## src/sv/t16dec_pkg.sv

```systemverilog
// t16dec_pkg: payload types, operation numbers and status codes for the
// thumb16 data-operation decoder. No dependencies.

package t16dec_pkg;

    typedef struct packed {
        logic [15:0] halfword;
        logic [3:0]  it_low_bits;
    } t_req;

    typedef struct packed {
        logic [4:0] operation;
        logic [3:0] dest_reg;
        logic [3:0] first_reg;
        logic [3:0] second_reg;
        logic [7:0] immediate;
        logic       set_flags;
        logic [1:0] status;
    } t_rsp;

    // status codes
    localparam logic [1:0] ST_DECODED     = 2'd0;
    localparam logic [1:0] ST_UNPREDICT   = 2'd1;
    localparam logic [1:0] ST_NOT_DECODED = 2'd2;

    // operation numbers used by name
    localparam logic [4:0] OP_ADD_REG  = 5'd3;
    localparam logic [4:0] OP_ADD_IMM3 = 5'd5;
    localparam logic [4:0] OP_MOV_IMM  = 5'd7;
    localparam logic [4:0] OP_AND      = 5'd11;
    localparam logic [4:0] OP_ADD_HIGH = 5'd27;
    localparam logic [4:0] OP_CMP_HIGH = 5'd28;
    localparam logic [4:0] OP_MOV_HIGH = 5'd29;
    localparam logic [4:0] OP_BX       = 5'd30;
    localparam logic [4:0] OP_BLX      = 5'd31;

    // data-processing sub-indices, bits 9..6
    localparam logic [3:0] DP_TST = 4'h8;
    localparam logic [3:0] DP_RSB = 4'h9;
    localparam logic [3:0] DP_CMP = 4'hA;
    localparam logic [3:0] DP_CMN = 4'hB;
    localparam logic [3:0] DP_MUL = 4'hD;
    localparam logic [3:0] DP_MVN = 4'hF;

    // register indices with a fixed role
    localparam logic [3:0] REG_SP = 4'd13;
    localparam logic [3:0] REG_PC = 4'd15;

    // IT state value marking the last instruction of a block
    localparam logic [3:0] IT_LAST = 4'h8;

endpackage

```

## src/sv/t16dec_req_if.sv

```systemverilog
// t16dec_req_if: valid/ready channel carrying one halfword and IT bits.
// Depends on t16dec_pkg.

interface t16dec_req_if;
    logic                valid;
    logic                ready;
    t16dec_pkg::t_req    data;

    modport source (output valid, output data, input ready);
    modport sink   (input valid, input data, output ready);
endinterface

```

## src/sv/t16dec_rsp_if.sv

```systemverilog
// t16dec_rsp_if: valid/ready channel carrying one decoded result.
// Depends on t16dec_pkg.

interface t16dec_rsp_if;
    logic                valid;
    logic                ready;
    t16dec_pkg::t_rsp    data;

    modport source (output valid, output data, input ready);
    modport sink   (input valid, input data, output ready);
endinterface

```

## src/sv/thumb16_data_op_decoder.sv

```systemverilog
// port    | dir | item
// i_req   | in  | halfword, it_low_bits
// o_rsp   | out | operation, dest_reg, first_reg, second_reg, immediate, set_flags, status
//
// one item per cycle sustained while o_rsp takes results; an item passes the input
// register, decode logic and result register before its result is offered on o_rsp
// reset clears both stage valids; payload registers are not reset
// a stall on o_rsp holds the result register and backs up into the input
// register; i_req.ready drops only when both stages are full
//
// thumb16_data_op_decoder: top level, registered single-pass decoder.
// Depends on t16dec_pkg, t16dec_req_if, t16dec_rsp_if.

module thumb16_data_op_decoder (
    input  logic          i_clk,
    input  logic          i_rst_n,
    t16dec_req_if.sink    i_req,
    t16dec_rsp_if.source  o_rsp
);
    import t16dec_pkg::*;

    logic        r_in_vld;
    t_req        r_in;
    logic        r_out_vld;
    t_rsp        r_out;
    t_rsp        n_out;

    logic        adv;
    logic [15:0] h;
    logic        in_it;
    logic        pc_bad;
    logic [3:0]  rdn;
    logic [3:0]  rm_hi;
    logic [3:0]  dp_sub;

    assign adv         = !r_out_vld || o_rsp.ready;
    assign i_req.ready = !r_in_vld || adv;
    assign o_rsp.valid = r_out_vld;
    assign o_rsp.data  = r_out;

    assign h      = r_in.halfword;
    assign in_it  = r_in.it_low_bits != 4'h0;
    assign pc_bad = in_it && (r_in.it_low_bits != IT_LAST);
    assign rdn    = {h[7], h[2:0]};
    assign rm_hi  = h[6:3];
    assign dp_sub = h[9:6];

    always_comb begin
        n_out = '0;
        priority if (h[15:14] == 2'b00) begin
            // shift, add, subtract, move, compare
            n_out.set_flags = !in_it;
            if (!h[13] && (h[12:11] != 2'b11)) begin
                n_out.operation  = {3'b000, h[12:11]};
                n_out.dest_reg   = {1'b0, h[2:0]};
                n_out.second_reg = {1'b0, h[5:3]};
                n_out.immediate  = {3'b000, h[10:6]};
            end else if (!h[13] && !h[10]) begin
                n_out.operation  = OP_ADD_REG + {4'b0000, h[9]};
                n_out.dest_reg   = {1'b0, h[2:0]};
                n_out.first_reg  = {1'b0, h[5:3]};
                n_out.second_reg = {1'b0, h[8:6]};
            end else if (!h[13]) begin
                n_out.operation  = OP_ADD_IMM3 + {4'b0000, h[9]};
                n_out.dest_reg   = {1'b0, h[2:0]};
                n_out.first_reg  = {1'b0, h[5:3]};
                n_out.immediate  = {5'b00000, h[8:6]};
            end else begin
                n_out.operation = OP_MOV_IMM + {3'b000, h[12:11]};
                n_out.immediate = h[7:0];
                unique case (h[12:11])
                    2'b00: begin
                        n_out.dest_reg = {1'b0, h[10:8]};
                    end
                    2'b01: begin
                        n_out.first_reg = {1'b0, h[10:8]};
                        n_out.set_flags = 1'b1;
                    end
                    default: begin
                        n_out.dest_reg  = {1'b0, h[10:8]};
                        n_out.first_reg = {1'b0, h[10:8]};
                    end
                endcase
            end
        end else if (h[15:10] == 6'b010000) begin
            // register data processing
            n_out.operation = OP_AND + {1'b0, dp_sub};
            n_out.set_flags = !in_it;
            unique case (dp_sub)
                DP_TST, DP_CMP, DP_CMN: begin
                    n_out.first_reg  = {1'b0, h[2:0]};
                    n_out.second_reg = {1'b0, h[5:3]};
                    n_out.set_flags  = 1'b1;
                end
                DP_RSB: begin
                    n_out.dest_reg  = {1'b0, h[2:0]};
                    n_out.first_reg = {1'b0, h[5:3]};
                end
                DP_MUL: begin
                    n_out.dest_reg   = {1'b0, h[2:0]};
                    n_out.second_reg = {1'b0, h[2:0]};
                    n_out.first_reg  = {1'b0, h[5:3]};
                end
                DP_MVN: begin
                    n_out.dest_reg   = {1'b0, h[2:0]};
                    n_out.second_reg = {1'b0, h[5:3]};
                end
                default: begin
                    n_out.dest_reg   = {1'b0, h[2:0]};
                    n_out.first_reg  = {1'b0, h[2:0]};
                    n_out.second_reg = {1'b0, h[5:3]};
                end
            endcase
        end else if (h[15:10] == 6'b010001) begin
            // special data and branch exchange
            unique case (h[9:8])
                2'b00: begin
                    n_out.operation = OP_ADD_HIGH;
                    if (rm_hi == REG_SP) begin
                        n_out.dest_reg   = rdn;
                        n_out.first_reg  = REG_SP;
                        n_out.second_reg = rdn;
                        if (rdn == REG_PC && pc_bad) n_out.status = ST_UNPREDICT;
                    end else if (rdn == REG_SP) begin
                        n_out.dest_reg   = REG_SP;
                        n_out.first_reg  = REG_SP;
                        n_out.second_reg = rm_hi;
                    end else begin
                        n_out.dest_reg   = rdn;
                        n_out.first_reg  = rdn;
                        n_out.second_reg = rm_hi;
                        if (rdn == REG_PC && (pc_bad || rm_hi == REG_PC))
                            n_out.status = ST_UNPREDICT;
                    end
                end
                2'b01: begin
                    n_out.operation  = OP_CMP_HIGH;
                    n_out.first_reg  = rdn;
                    n_out.second_reg = rm_hi;
                    n_out.set_flags  = 1'b1;
                    if ((!rdn[3] && !rm_hi[3]) || (rdn == REG_PC && rm_hi == REG_PC))
                        n_out.status = ST_UNPREDICT;
                end
                2'b10: begin
                    n_out.operation  = OP_MOV_HIGH;
                    n_out.dest_reg   = rdn;
                    n_out.second_reg = rm_hi;
                    if (rdn == REG_PC && pc_bad) n_out.status = ST_UNPREDICT;
                end
                default: begin
                    n_out.operation  = h[7] ? OP_BLX : OP_BX;
                    n_out.dest_reg   = REG_PC;
                    n_out.second_reg = rm_hi;
                    if (h[2:0] != 3'b000 || pc_bad) n_out.status = ST_UNPREDICT;
                end
            endcase
            // unpredictable forms never update flags
            if (n_out.status != ST_DECODED) n_out.set_flags = 1'b0;
        end else begin
            n_out.status = ST_NOT_DECODED;
        end
    end

    always_ff @(posedge i_clk) begin
        if (!i_rst_n) begin
            r_in_vld  <= 1'b0;
            r_out_vld <= 1'b0;
        end else begin
            if (i_req.ready) r_in_vld <= i_req.valid;
            if (adv) r_out_vld <= r_in_vld;
        end
    end

    always_ff @(posedge i_clk) begin
        if (i_req.valid && i_req.ready) r_in <= i_req.data;
        if (adv && r_in_vld) r_out <= n_out;
    end

    a_accept_fills_input: assert property (@(posedge i_clk) disable iff (!i_rst_n)
        i_req.valid && i_req.ready |=> r_in_vld)
        else $error("accepted item did not reach the input register");

    a_advance_fills_output: assert property (@(posedge i_clk) disable iff (!i_rst_n)
        r_in_vld && adv |=> r_out_vld)
        else $error("decoded item did not reach the result register");

    a_nodec_zero: assert property (@(posedge i_clk) disable iff (!i_rst_n)
        r_out_vld && r_out.status == ST_NOT_DECODED |->
            r_out.operation == 5'd0 && r_out.dest_reg == 4'd0 &&
            r_out.first_reg == 4'd0 && r_out.second_reg == 4'd0 &&
            r_out.immediate == 8'd0 && !r_out.set_flags)
        else $error("undecoded group carries nonzero fields");

    a_unpred_no_flags: assert property (@(posedge i_clk) disable iff (!i_rst_n)
        r_out_vld && r_out.status == ST_UNPREDICT |->
            !r_out.set_flags && r_out.operation >= OP_ADD_HIGH)
        else $error("unpredictable result sets flags or is outside special group");

endmodule

```

## src/flat_wrapper.sv

```systemverilog
// flat-port wrapper written by rule: the top's interface ports become plain ports
module thumb16_data_op_decoder_flat import t16dec_pkg::*;
  (i_clk, i_rst_n, i_req_valid, i_req_data, i_req_ready, o_rsp_valid, o_rsp_data, o_rsp_ready);
  t16dec_req_if i_req_i ();
  t16dec_rsp_if o_rsp_i ();
  input  logic i_clk;
  input  logic i_rst_n;
  input wire logic [$bits(i_req_i.valid)-1:0] i_req_valid;
  input wire logic [$bits(i_req_i.data)-1:0] i_req_data;
  output wire logic [$bits(i_req_i.ready)-1:0] i_req_ready;
  output wire logic [$bits(o_rsp_i.valid)-1:0] o_rsp_valid;
  output wire logic [$bits(o_rsp_i.data)-1:0] o_rsp_data;
  input wire logic [$bits(o_rsp_i.ready)-1:0] o_rsp_ready;
  assign i_req_i.valid = i_req_valid;
  assign i_req_i.data = i_req_data;
  assign i_req_ready = i_req_i.ready;
  assign o_rsp_valid = o_rsp_i.valid;
  assign o_rsp_data = o_rsp_i.data;
  assign o_rsp_i.ready = o_rsp_ready;
  thumb16_data_op_decoder u_core (.i_clk(i_clk), .i_rst_n(i_rst_n), .i_req(i_req_i), .o_rsp(o_rsp_i));
endmodule
```

## config.mk

```make
export PLATFORM = sky130hd
export DESIGN_NAME = thumb16_data_op_decoder_flat
export DESIGN_NICKNAME = d
export VERILOG_FILES = /design/src/sv/t16dec_pkg.sv /design/src/sv/t16dec_req_if.sv /design/src/sv/t16dec_rsp_if.sv /design/src/sv/thumb16_data_op_decoder.sv /design/src/flat_wrapper.sv
export SDC_FILE = /design/constraint.sdc
export NUM_CORES = 1
export LEC_CHECK = 0
export BUFFER_PORTS_ARGS = -buffer_cell sky130_fd_sc_hd__clkbuf_2
export CORE_ASPECT_RATIO = 1.1
export CORE_MARGIN = 3
export CORE_UTILIZATION = 49
export DETAILED_ROUTE_END_ITERATION = 6
export MAX_ROUTING_LAYER = met4
export PLACE_DENSITY = 0.86
export SYNTH_ARGS = -nofsm -noshare
export SYNTH_HDL_FRONTEND = slang
export SYNTH_SLANG_ARGS = --single-unit
```

## constraint.sdc

```tcl
create_clock -name i_clk -period 2 [get_ports i_clk]
set_input_delay 0 -clock i_clk [delete_from_list [all_inputs] [get_ports i_clk]]
set_output_delay 0 -clock i_clk [all_outputs]
set_load 0.005 [all_outputs]
```

# --- Yosys cells after proc, flatten, opt, wreduce, memory -nomap -nowiden ---
# Index checks and enable logic that the tools add are counted.
word_totals:
  ff_bits: 50
  inputBits: 24
  out_inout_bits: 30
  word_cells: 112
op_classes:
  n_addsub: 4
  n_eq_ne: 17
  mux: 43
  n_bitwise: 3
  n_reduce_logical: 32
ops:
  columns: ["cell", "n"]
  rows:
  - ["$mux 17", 3]
  - ["$eq 4x4->1 const B", 10]
  - ["$mux 12", 3]
  - ["$mux 13", 2]
  - ["$mux 9", 2]
  - ["$pmux 5 s3", 1]
  - ["$mux 1", 14]
  - ["$eq 6x5->1 const B", 2]
  - ["$mux 2", 6]
  - ["$mux 3", 4]
  - ["$pmux 3 s2", 2]
  - ["$pmux 4 s3", 1]
  - ["$logic_and 1x1->1", 9]
  - ["$mux 4", 2]
  - ["$mux 8", 1]
  - ["$pmux 4 s2", 1]
  - ["$logic_not 1->1", 7]
  - ["$logic_not 2->1", 3]
  - ["$pmux 2 s3", 1]
  - ["$reduce_or 3->1", 2]
  - ["$add 4x4->5 const A", 1]
  - ["$logic_or 1x1->1", 5]
  - ["$add 3x1->4 const A", 1]
  - ["$add 3x2->4 const A", 1]
  - ["other kinds (11)", 15]

# --- Longest topological paths before layout ---
# Gate-level depths: netlist of the first run.
depth:
  word_depth: 16
  mapped_depth: 8

# --- Worst setup path before layout of the first run ---
# OpenSTA, ideal clock, no wires.
synth_path:
  path_type: "register -> register"
  from: "reg u_core.r_out_vld (netlist: u_core.o_rsp.valid)"
  to: "reg u_core.r_out (netlist bit u_core.o_rsp.data[0]) (enable)"
  path_slack_ns: -0.157
  setup_time_ns: 0.416
  stages_incl_launch_ff: 3
  arrival_time_ns: 1.740
  required_time_ns: 1.584
  path_cell_list: "dfxtp_1 -> nor2b_1 -> nor2b_1"
synth_between:
  elab_chain_len: 3
synth_lines:
  columns: ["element", "line_no", "text"]
  rows:
  - ["from (decl)", "thumb16_data_op_decoder.sv:24", "logic r_out_vld;"]
  - ["from (signal assigned)", "thumb16_data_op_decoder.sv:170", "if (adv) r_out_vld <= r_in_vld;"]
  - ["$logic_not 1->1", "thumb16_data_op_decoder.sv:36", "assign adv = !r_out_vld || o_rsp.ready;"]
  - ["$logic_or 1x1->1", "thumb16_data_op_decoder.sv:36", null]
  - ["$logic_and 1x1->1", "thumb16_data_op_decoder.sv:176", "if (adv && r_in_vld) r_out <= n_out;"]
  - ["to (signal assigned)", "thumb16_data_op_decoder.sv:176", null]
  - ["to (decl)", "thumb16_data_op_decoder.sv:25", "t_rsp r_out;"]
# Every way passes these cells.
# A chain may end at the register's enable or synchronous reset.

==> results.md, run 1 <==
* Final hold viol count at 0
* Leakage Power at 0.00132 uW
* Clock latency reported for the late side of the worst-skew pair at roughly 0.30 ns
* Yosys top cell area share at 0.538
* Combinational cell fraction of total power at 0.157
* Final hold slack at 0.0532 ns
* Detailed-route via count at 2154
* Hold Crit Class: input pin to register
* Final core utilization at 0.657
* Num CTS Buffers at 5
* Placed Area at ~0.003 mm2
* RSZ-0062 raised after global routing: no
* WP data required at 2.06 ns
* Initial antenna violation count at 0
* Top cell by count, worst path: o31ai_1
* Initial Util at 0.522
* Pin count of the biggest net entering global routing at 30
* Number of synthesized flops with an enable pin at 48
* Largest stage delay, worst path at 0.45 ns
* GP Congestion at 0.953
* Fin area at 0.00337 mm2
* Status: complete, no violations
* Synth warnings at 0
* Reg-to-reg slack, setup at 0.09 ns
* Reg2reg start: u_core.h[6]
* Die Area at 0.00639 mm2
* Syn Inst Count at between 200 and 250
* Area delta synth->final at 25.9%
* Peak Freq at 524 MHz
* Post-synth ARST share at 0
* CP Class: register to register
* Power Internal at 1610 uW
* Pwr Density at 633 mW/mm2
* Cell taking the most area after synthesis: edfxtp_1
* Cell Rows at 27
* IO Pins at 54
* Final WS setup at between 0.09 and 0.1 ns
* Clk pwr share at 0.255
* Worst Max-Slew Pin Slew at 0.805 ns
* Root buf cell: clkbuf_8
* Fin crit period at 1.91 ns
* Final net count at 354
* Sw Share at 0.245
* Fraction of the yosys area taken by sequential cells at 0.553
* Critical Path Source: u_core.h[6]
* Commonest cells post-synth: 48 x edfxtp_1, 22 x nand2_1, 17 x a21oi_1
* VDD IR max at 0.447 mV
* Critical path's slowest cell: edfxtp_1
* CTS sink cnt at 50
* Yosys cell types at between 50 and 60
* DRC at 0
* Final wirelength at around 6.5 mm
* Total negative slack at 0 ns
* Final number of setup-violating endpoints at 0
* CTS H-tree depth at 2
* Top FF cell, synth: edfxtp_1
* Number of global-route vias before repair at 2208
* DRT Pass-1 Iters at 5
* Routed vias/inst at 5.54
* Wire length per cell at between 15 and 20 um
* First-pass GRT wire length at 10.9 mm
* Worst Clk Skew at 0.00424 ns
* Register share of total power at 0.588
* Max Transition Viols Final at 0
* Crit-path cells: buf_4 -> ha_1 -> o31ai_1 -> o21a_1 -> o31ai_1 -> a32o_2
* Cell Area, Synth at 0.00268 mm2
* Relative slew slack at 0.463
* Worst-case clock buffer depth at 2
* Die Span Y at 83.6 um
* Diodes inserted at 0
* Routed Antenna Nets at 0
* CP max FO at 8
* RR Endpoint: u_core.o_rsp.data[2]
* Post-Syn Nets at 273
* Dpl ws at 0.0898 ns
* Die width at 76.5 um
* Critical Path AT at 1.96 ns
* Clk slew on worst S/H paths at 0.08 ns
* Count leader, synth: edfxtp_1
* CTS tree: yes
* Cells taking the most area after synthesis: edfxtp_1 54%, ha_1 6.1%, a21oi_1 3.2%
* Psw at 522 uW
* Syn avg cell area at 11.4 um2
* Number of synthesized register bits at 50
* Port-buffer cells at 53
* Worst R2R Path Depth at 6
* GR Util All Layers at 0.223
* Layout cells sized above 1 at 0.281
* # fillers at 426
* Period Utilization, post-route at 0.954
* Grt total ovfl at 0
* CP startpoint kind: register
* Crit path to: u_core.o_rsp.data[2]
* Core area at 0.00513 mm2
* DR iter-0 viols at 141
* Post-DP HPWL at 4.65 mm
* Crit end category: register
* Max Cap Viol at 0
critical path, delay by kind of cell, from the launching register on:
family	cells	cell delay (ns)
compound gates	4	0.78
buf+inv	1	0.21
fa+ha+maj	1	0.23
flops	1	0.45
registers in the layout (all words and copies together) (netlist names):
signal              flops
u_core.r_in             4
u_core.h               16
u_core.o_rsp.valid      1
u_core.r_in_vld         1
u_core.o_rsp.data      28
timing repair:
item,4_1_cts,5_1_grt
resized for setup,0,5
buffers inserted,0,0
hold endpoints to repair,22,0
endpoints found under the setup margin,0,3
hold buffers,22,0
through the flow:
stage / cells / total power [uW]
CTS: 389 / 2130
finish: 389 / 2130
global route: 389 / 2240
detailed placement: 360 / 1570
floorplan: 236 / 1450
global placement: 360 / 1570
metal layers:
layer  track usage  up-vias  part of all wire
met4         0.105        0             0.043
met3        0.0324       21             0.058
met2         0.381       99              0.51
li1              -     1040                 -
met5             -        -                 0
met1         0.259      994              0.39
layout make-up:
class / count / area (um2) / area share
Clock buffer: 7 / 76.3 / 0.0226
Inverter: 13 / 48.8 / 0.0145
Multi-Input combinational cell: 159 / 1090 / 0.324
Sequential cell: 50 / 1480 / 0.439
Tap cell: 72 / 90.1 / 0.0267
Timing Repair Buffer: 88 / 583 / 0.173
kinds of logic (layout without fill, tap and decap cells):
logic type	Yosys count	count (layout)	synth area share
simple gates	72	72	0.147
compound gates	68	68	0.174
flops	50	50	0.553
buf+inv	27	108	0.0443
fa+ha+maj	13	13	0.0607
xor+xnor	3	3	0.00981
mux	3	3	0.0121
how the worst min path moves through the flow:
stage	startpoint	depth (start not counted)	endpoint
after floorplan	i_req_data[4]	0	u_core.h[0]
after global placement	i_req_data[8]	1	u_core.h[4]
after detailed placement	i_req_data[0]	1	u_core.r_in[0]
after CTS	o_rsp_ready	3	u_core.o_rsp.valid
after global routing	o_rsp_ready	3	u_core.o_rsp.valid
final	o_rsp_ready	3	u_core.o_rsp.valid
cells in the final DEF (no fill, tap or decap), types with 3 or more instances in the layout:
cell            n
o22ai_1         9
edfxtp_1       48
a31oi_1         3
buf_4          13
a21oi_1        16
nand2_1        22
clkbuf_8        5
o211ai_1        3
nor2b_1         3
inv_1          10
dlygate4sd3_1  22
nand2b_1        4
nand3b_1        8
o21ai_0        10
clkbuf_2       53
ha_1           11
nor2_1         16
inv_2           3
and2_1          5
o21a_1          4
a221o_1         3
power by group through the flow:
stage	combinational (uW)	clock, uW	sequential, uW
final	334	545	1260
after global placement	293	0	1270
after floorplan	179	0	1270
after global routing	369	608	1260
after detailed placement	294	0	1280
after CTS	329	550	1250
Power figures use the tool's default switching activity.
==> inputs of run 2 (changes only) <==
--- a/config.mk
+++ b/config.mk
@@ -8,10 +8,10 @@
 export BUFFER_PORTS_ARGS = -buffer_cell sky130_fd_sc_hd__clkbuf_2
 export CORE_ASPECT_RATIO = 1.1
 export CORE_MARGIN = 3
-export CORE_UTILIZATION = 49
+export CORE_UTILIZATION = 45
 export DETAILED_ROUTE_END_ITERATION = 6
 export MAX_ROUTING_LAYER = met4
-export PLACE_DENSITY = 0.86
+export PLACE_DENSITY = 0.81
 export SYNTH_ARGS = -nofsm -noshare
 export SYNTH_HDL_FRONTEND = slang
 export SYNTH_SLANG_ARGS = --single-unit
==> results.md, run 2 (synthesized netlist as in run 1, its figures left out) <==
* Status: complete, no violations
* Leakage Power at 0.00132 uW (+0.11%)
* # fillers at 463 (+8.7%)
* Multi-input gate area at 0.00108 mm2 (-0.91%)
* Number of global-route vias before repair at 2036 (-7.8%)
* CP max FO at 6 (-2)
* Most frequent cells in the layout: 53 x clkbuf_2, 48 x edfxtp_1, 22 x nand2_1, 22 x dlygate4sd3_1, 17 x a21oi_1
* Max Transition Viols Final at 0 (unchanged)
* Layout cells sized above 1 at 0.268 (-0.0126)
* DRC at 0 (unchanged)
* Pin count of the biggest net entering global routing at 30 (unchanged)
* Total power at 2140 uW (about the same)
* Port-buffer cells at 53 (unchanged)
* Die Span Y at 86.9 um (+4.0%)
* Initial Util at 0.481 (-0.0408)
* Post-DP HPWL at 4.43 mm (-4.6%)
* DR iter-0 viols at 347 (+150%)
* Period Utilization, post-route at 0.952 (-0.00216)
* Cell Rows at 28 (+3.7%)
* Detailed-route via count at 2172 (+0.84%)
* Fin crit period at 1.90 ns (-0.00431 ns)
* Peak Freq at 525 MHz (+0.23%)
* Final hold viol count at 0 (unchanged)
* Relative slew slack at 0.457 (-0.00600)
* Initial antenna violation count at 0 (unchanged)
* CTS sink cnt at 50 (unchanged)
* Final number of setup-violating endpoints at 0 (unchanged)
* Most common cell after layout, fill and taps aside: clkbuf_2
* Max Cap Viol at 0 (unchanged)
* Routed vias/inst at 5.54 (about the same)
* Grt total ovfl at 0 (unchanged)
* CP Class: register to register
* Final net count at 353 (-0.28%)
* Hold Crit Class: input pin to register
* Clock latency reported for the late side of the worst-skew pair at 0.30 ns (about the same)
* Worst Clk Skew at 0.00447 ns (+0.000234 ns)
* WP data required at 2.06 ns (about the same)
* Final wirelength at 6.30 mm (-2.8%)
* Diodes inserted at 0 (unchanged)
* Die Area at 0.00692 mm2 (+8.2%)
* Core area at 0.00557 mm2 (+8.5%)
* CTS H-tree depth at 2 (unchanged)
* Clk slew on worst S/H paths at 0.09 ns (about the same)
* WHS Path Cells at 3 (unchanged)
* CTS tree: yes
* VDD IR max at 0.469 mV (+5.0%)
* Routed Antenna Nets at 0 (unchanged)
* Num CTS Buffers at 5 (unchanged)
* IO Pins at 54 (unchanged)
* Final hold slack at 0.0556 ns (+0.00242 ns)
* GP Congestion at 0.998 (+4.7%)
* Die width at 79.6 um (+4.0%)
* Root buf cell: clkbuf_8
* Max reg flops at 28 (unchanged)
* Worst Max-Slew Pin Slew at 0.814 ns (+0.00900 ns)
* Reg-to-reg slack, setup at 0.1 ns (about the same)
* Placed Area at 0.00305 mm2 (-0.37%)
* DRT Pass-1 Iters at 6 (+1)
* Worst R2R Path Depth at 5 (-1)
* Pwr Density at 635 mW/mm2 (+0.36%)
* Crit end category: register
* Fin area at 0.00337 mm2 (-0.26%)
* Area delta synth->final at 25.6%
* Worst-case clock buffer depth at 2 (unchanged)
* GR Util All Layers at 0.199 (-0.0247)
* First-pass GRT wire length at 10.1 mm (-6.7%)
* Critical Path AT at 1.96 ns (about the same)
* Area occupied by registers at 0.00148 mm2 (unchanged)
* Wire length per cell at 16.1 um (-3.5%)
* CP startpoint kind: register
## run 2: cell types whose count changed in the layout (fill, tap and decap cells not counted), sizes merged
cell,before,now
clkinv,0,2
buf,13,12
clkbuf,60,59
## run 2: worst max-delay path, cell delays in order (launching register included)
cell and delay [ns]:
edfxtp_1 0.41, buf_4 0.18, ha_1 0.25, o21ai_1 0.41
o221ai_1 0.21, a22o_1 0.21
## run 2: final cells by class
| type | count | area share |
|---|---|---|
| Sequential cell | 50 | 0.440 |
| Multi-Input combinational cell | 159 | 0.322 |
| Timing Repair Buffer | 87 | 0.171 |
| Tap cell | 75 | 0.0279 |
| Clock buffer | 6 | 0.0216 |
| Inverter | 13 | 0.0145 |
| Clock inverter | 2 | 0.00260 |
## run 2: worst paths after layout
path,startpoint,to
worst max-delay path,u_core.h[9],u_core.o_rsp.data[17]
worst min-delay path,o_rsp_ready,u_core.o_rsp.valid
worst max register to register,u_core.h[9],u_core.o_rsp.data[17]
worst min register to register,u_core.r_in_vld,u_core.o_rsp.valid
## run 2: stage by stage
stage                     utilization  instances  setup WS [ns]  setup TNS, ns
after floorplan                     -        236         0.0774              0
after global placement          0.548        361          0.155              0
after detailed placement        0.548        361          0.127              0
after CTS                       0.602        391          0.109              0
after global routing            0.604        392        -0.0116        -0.0149
final                           0.604        392         0.0959              0
## run 2: per-layer routing
metal / up-vias / wire length (um) / global-route usage
li1: 1041 / - / -
met1: 996 / 2580 / 0.245
met2: 110 / 3160 / 0.336
met3: 25 / 371 / 0.0238
met4: 0 / 195 / 0.0719
met5: - / 0 / -
## run 2: timing repair
action | 4_1_cts | 5_1_grt
setup buffers | 0 | 1
hold buffers | 22 | 0
setup endpoints to repair | 0 | 4
gates resized for setup | 0 | 1
hold endpoints to repair | 22 | 0
## run 2: where the power goes
group	internal, uW	total (uW)	leakage [uW]	switching [uW]
logic	157	329	0.000811	171
clock network	241	553	0.0000426	312
registers	1210	1260	0.000468	43.7
total	1610	2140	0.00132	527
==> inputs of run 3 (changes only) <==
--- a/config.mk
+++ b/config.mk
@@ -12,6 +12,7 @@
 export DETAILED_ROUTE_END_ITERATION = 6
 export MAX_ROUTING_LAYER = met4
 export PLACE_DENSITY = 0.81
+export RECOVER_POWER = 25
 export SYNTH_ARGS = -nofsm -noshare
 export SYNTH_HDL_FRONTEND = slang
 export SYNTH_SLANG_ARGS = --single-unit
==> results.md, run 3 (synthesized netlist as in run 1, its figures left out) <==
* Final net count at 353 (unchanged)
* Psw at 527 uW (about the same)
* Area delta synth->final at 25.4%
* Worst-case clock buffer depth at 2 (unchanged)
* Max Cap Viol at 0 (unchanged)
* Most frequent cells in the layout: 48 x clkbuf_2, 48 x edfxtp_1, 22 x nand2_1, 22 x dlygate4sd3_1, 17 x a21oi_1
* Non-Filler Instances at 392 (unchanged)
* Power Internal at 1610 uW (about the same)
* Hold Crit Class: input pin to register
* Num CTS Buffers at 5 (unchanged)
* Die Area at 0.00692 mm2 (unchanged)
* Port-buffer cells at 53 (unchanged)
* Core area at 0.00557 mm2 (unchanged)
* Cell Rows at 28 (unchanged)
* VDD IR max at 0.469 mV (about the same)
* Peak Freq at 527 MHz (+0.41%)
* WP data required at 2.16 ns (+0.10 ns)
* Max Transition Viols Final at 0 (unchanged)
* Root buf cell: clkbuf_8
* Worst Max-Slew Pin Slew at 0.814 ns (unchanged)
* Pin count of the biggest net entering global routing at 30 (unchanged)
* Wire length per cell at 16.0 um (-0.30%)
* Post-DP HPWL at 4.43 mm (unchanged)
* Combinational cell fraction of total power at 0.153 (about the same)
* Final WS setup at 0.104 ns (+0.00786 ns)
* Final wirelength at 6.29 mm (-0.30%)
* Met3 wire len at 401 um (+8.1%)
* Grt total ovfl at 0 (unchanged)
* Dpl ws at 0.127 ns (unchanged)
* Initial Util at 0.481 (unchanged)
* Routed vias/inst at 5.51 (-0.51%)
* CP startpoint kind: register
* Routed Antenna Nets at 0 (unchanged)
* Die width at 79.6 um (unchanged)
* Clock latency reported for the late side of the worst-skew pair at 0.30 ns (about the same)
* DRT Pass-1 Iters at 7 (+1)
* Worst Clk Skew at 0.00448 ns (+0.00000547 ns)
* Relative slew slack at 0.457 (unchanged)
* # fillers at 467 (+0.86%)
* Final number of setup-violating endpoints at 0 (unchanged)
* Crit end category: register
* Clk pwr share at 0.259 (about the same)
* Status: complete, no violations
* Period Utilization, post-route at 0.948 (-0.00393)
* CP max FO at 6 (unchanged)
* Post-Place Cells at 361 (unchanged)
* Max Used Layer: met4
* Met2 WL at 3.15 mm (-0.25%)
* Number of global-route vias before repair at 2036 (unchanged)
* Sw Share at 0.247 (about the same)
* Final hold viol count at 0 (unchanged)
* Critical Path AT at 2.06 ns (+0.10 ns)
* Die Span Y at 86.9 um (unchanged)
* First-pass GRT wire length at 10.1 mm (unchanged)
* CP Class: register to register
* Layout cells sized above 1 at 0.252 (-0.0158)
* DR iter-0 viols at 347 (unchanged)
* Routed length on met1 at 2.57 mm (-0.31%)
* CTS H-tree depth at 2 (unchanged)
* GP Congestion at 0.998 (unchanged)
* Pwr Density at 636 mW/mm2 (+0.11%)
* Detailed-route via count at 2161 (-0.51%)
* GR Util All Layers at 0.199 (unchanged)
* Diodes inserted at 0 (unchanged)
* Leakage Power at 0.00131 uW (-1.1%)
* Register share of total power at 0.588 (about the same)
* Clk slew on worst S/H paths at 0.08 ns (about the same)
* Max reg flops at 28 (unchanged)
* IO Pins at 54 (unchanged)
* Initial antenna violation count at 0 (unchanged)
* CTS sink cnt at 50 (unchanged)
* DRC at 0 (unchanged)
* CTS tree: yes
* Fin crit period at 1.90 ns (-0.00786 ns)
[run 3: cell counts in the layout (fill, tap and decap cells not counted)]
No cell type changed its count.
[run 3: repair_timing]
action / CTS / global route
hold buffers: 22 / 0
setup endpoints to repair: 0 / 4
resized for setup: 0 / 1
hold endpoints to repair: 22 / 0
setup buffers: 0 / 1
[run 3: per-layer routing]
layer,up-vias,GRT usage
met2,120,0.336
li1,1037,-
met1,984,0.245
met5,-,-
met4,0,0.0719
met3,20,0.0238
[run 3: final timing paths]
| check | slack, ns | startpoint | end | depth (start not counted) |
|---|---|---|---|---|
| min | 0.06 | o_rsp_ready | u_core.o_rsp.valid | 3 |
| max reg2reg | 0.10 | u_core.h[6] | u_core.o_rsp.data[19] | 6 |
| max | 0.10 | u_core.h[6] | u_core.o_rsp.data[19] | 6 |
| min reg2reg | 0.53 | u_core.r_in_vld | u_core.o_rsp.valid | 1 |
[run 3: cell type report]
type | instances | area [um2] | share of cell area
repair buffers | 87 | 569 | 0.169
clock inverters | 2 | 8.76 | 0.00261
multi-input cells | 159 | 1080 | 0.323
well taps | 75 | 93.8 | 0.0279
clock buffers | 6 | 72.6 | 0.0216
inverters | 13 | 48.8 | 0.0145
flip-flops and latches | 50 | 1480 | 0.441
[run 3: power groups by stage]
stage | sequential (uW) | combinational, uW | clock, uW
global route | 1260 | 359 | 623
global placement | 1280 | 284 | 0
CTS | 1250 | 322 | 560
detailed placement | 1280 | 288 | 0
floorplan | 1270 | 179 | 0
finish | 1250 | 327 | 553
[run 3: critical path: stages (launching register included)]
cell and delay [ns]:
edfxtp_1 0.44, inv_1 0.13, ha_1 0.24, o31ai_1 0.33, nor2_1 0.12, a211oi_2 0.29, a221o_1 0.20
[run 3: metrics by stage]
stage	setup TNS, ns	hold slack, ns	utilization	area [um2]	total power [uW]
after floorplan	0	0.0989	-	2680	1450
after global placement	0	0.177	0.548	3050	1560
after detailed placement	0	0.179	0.548	3050	1570
after CTS	0	0.0576	0.602	3360	2140
after global routing	-0.0149	0.0596	0.603	3360	2240
final	0	0.0552	0.603	3360	2140
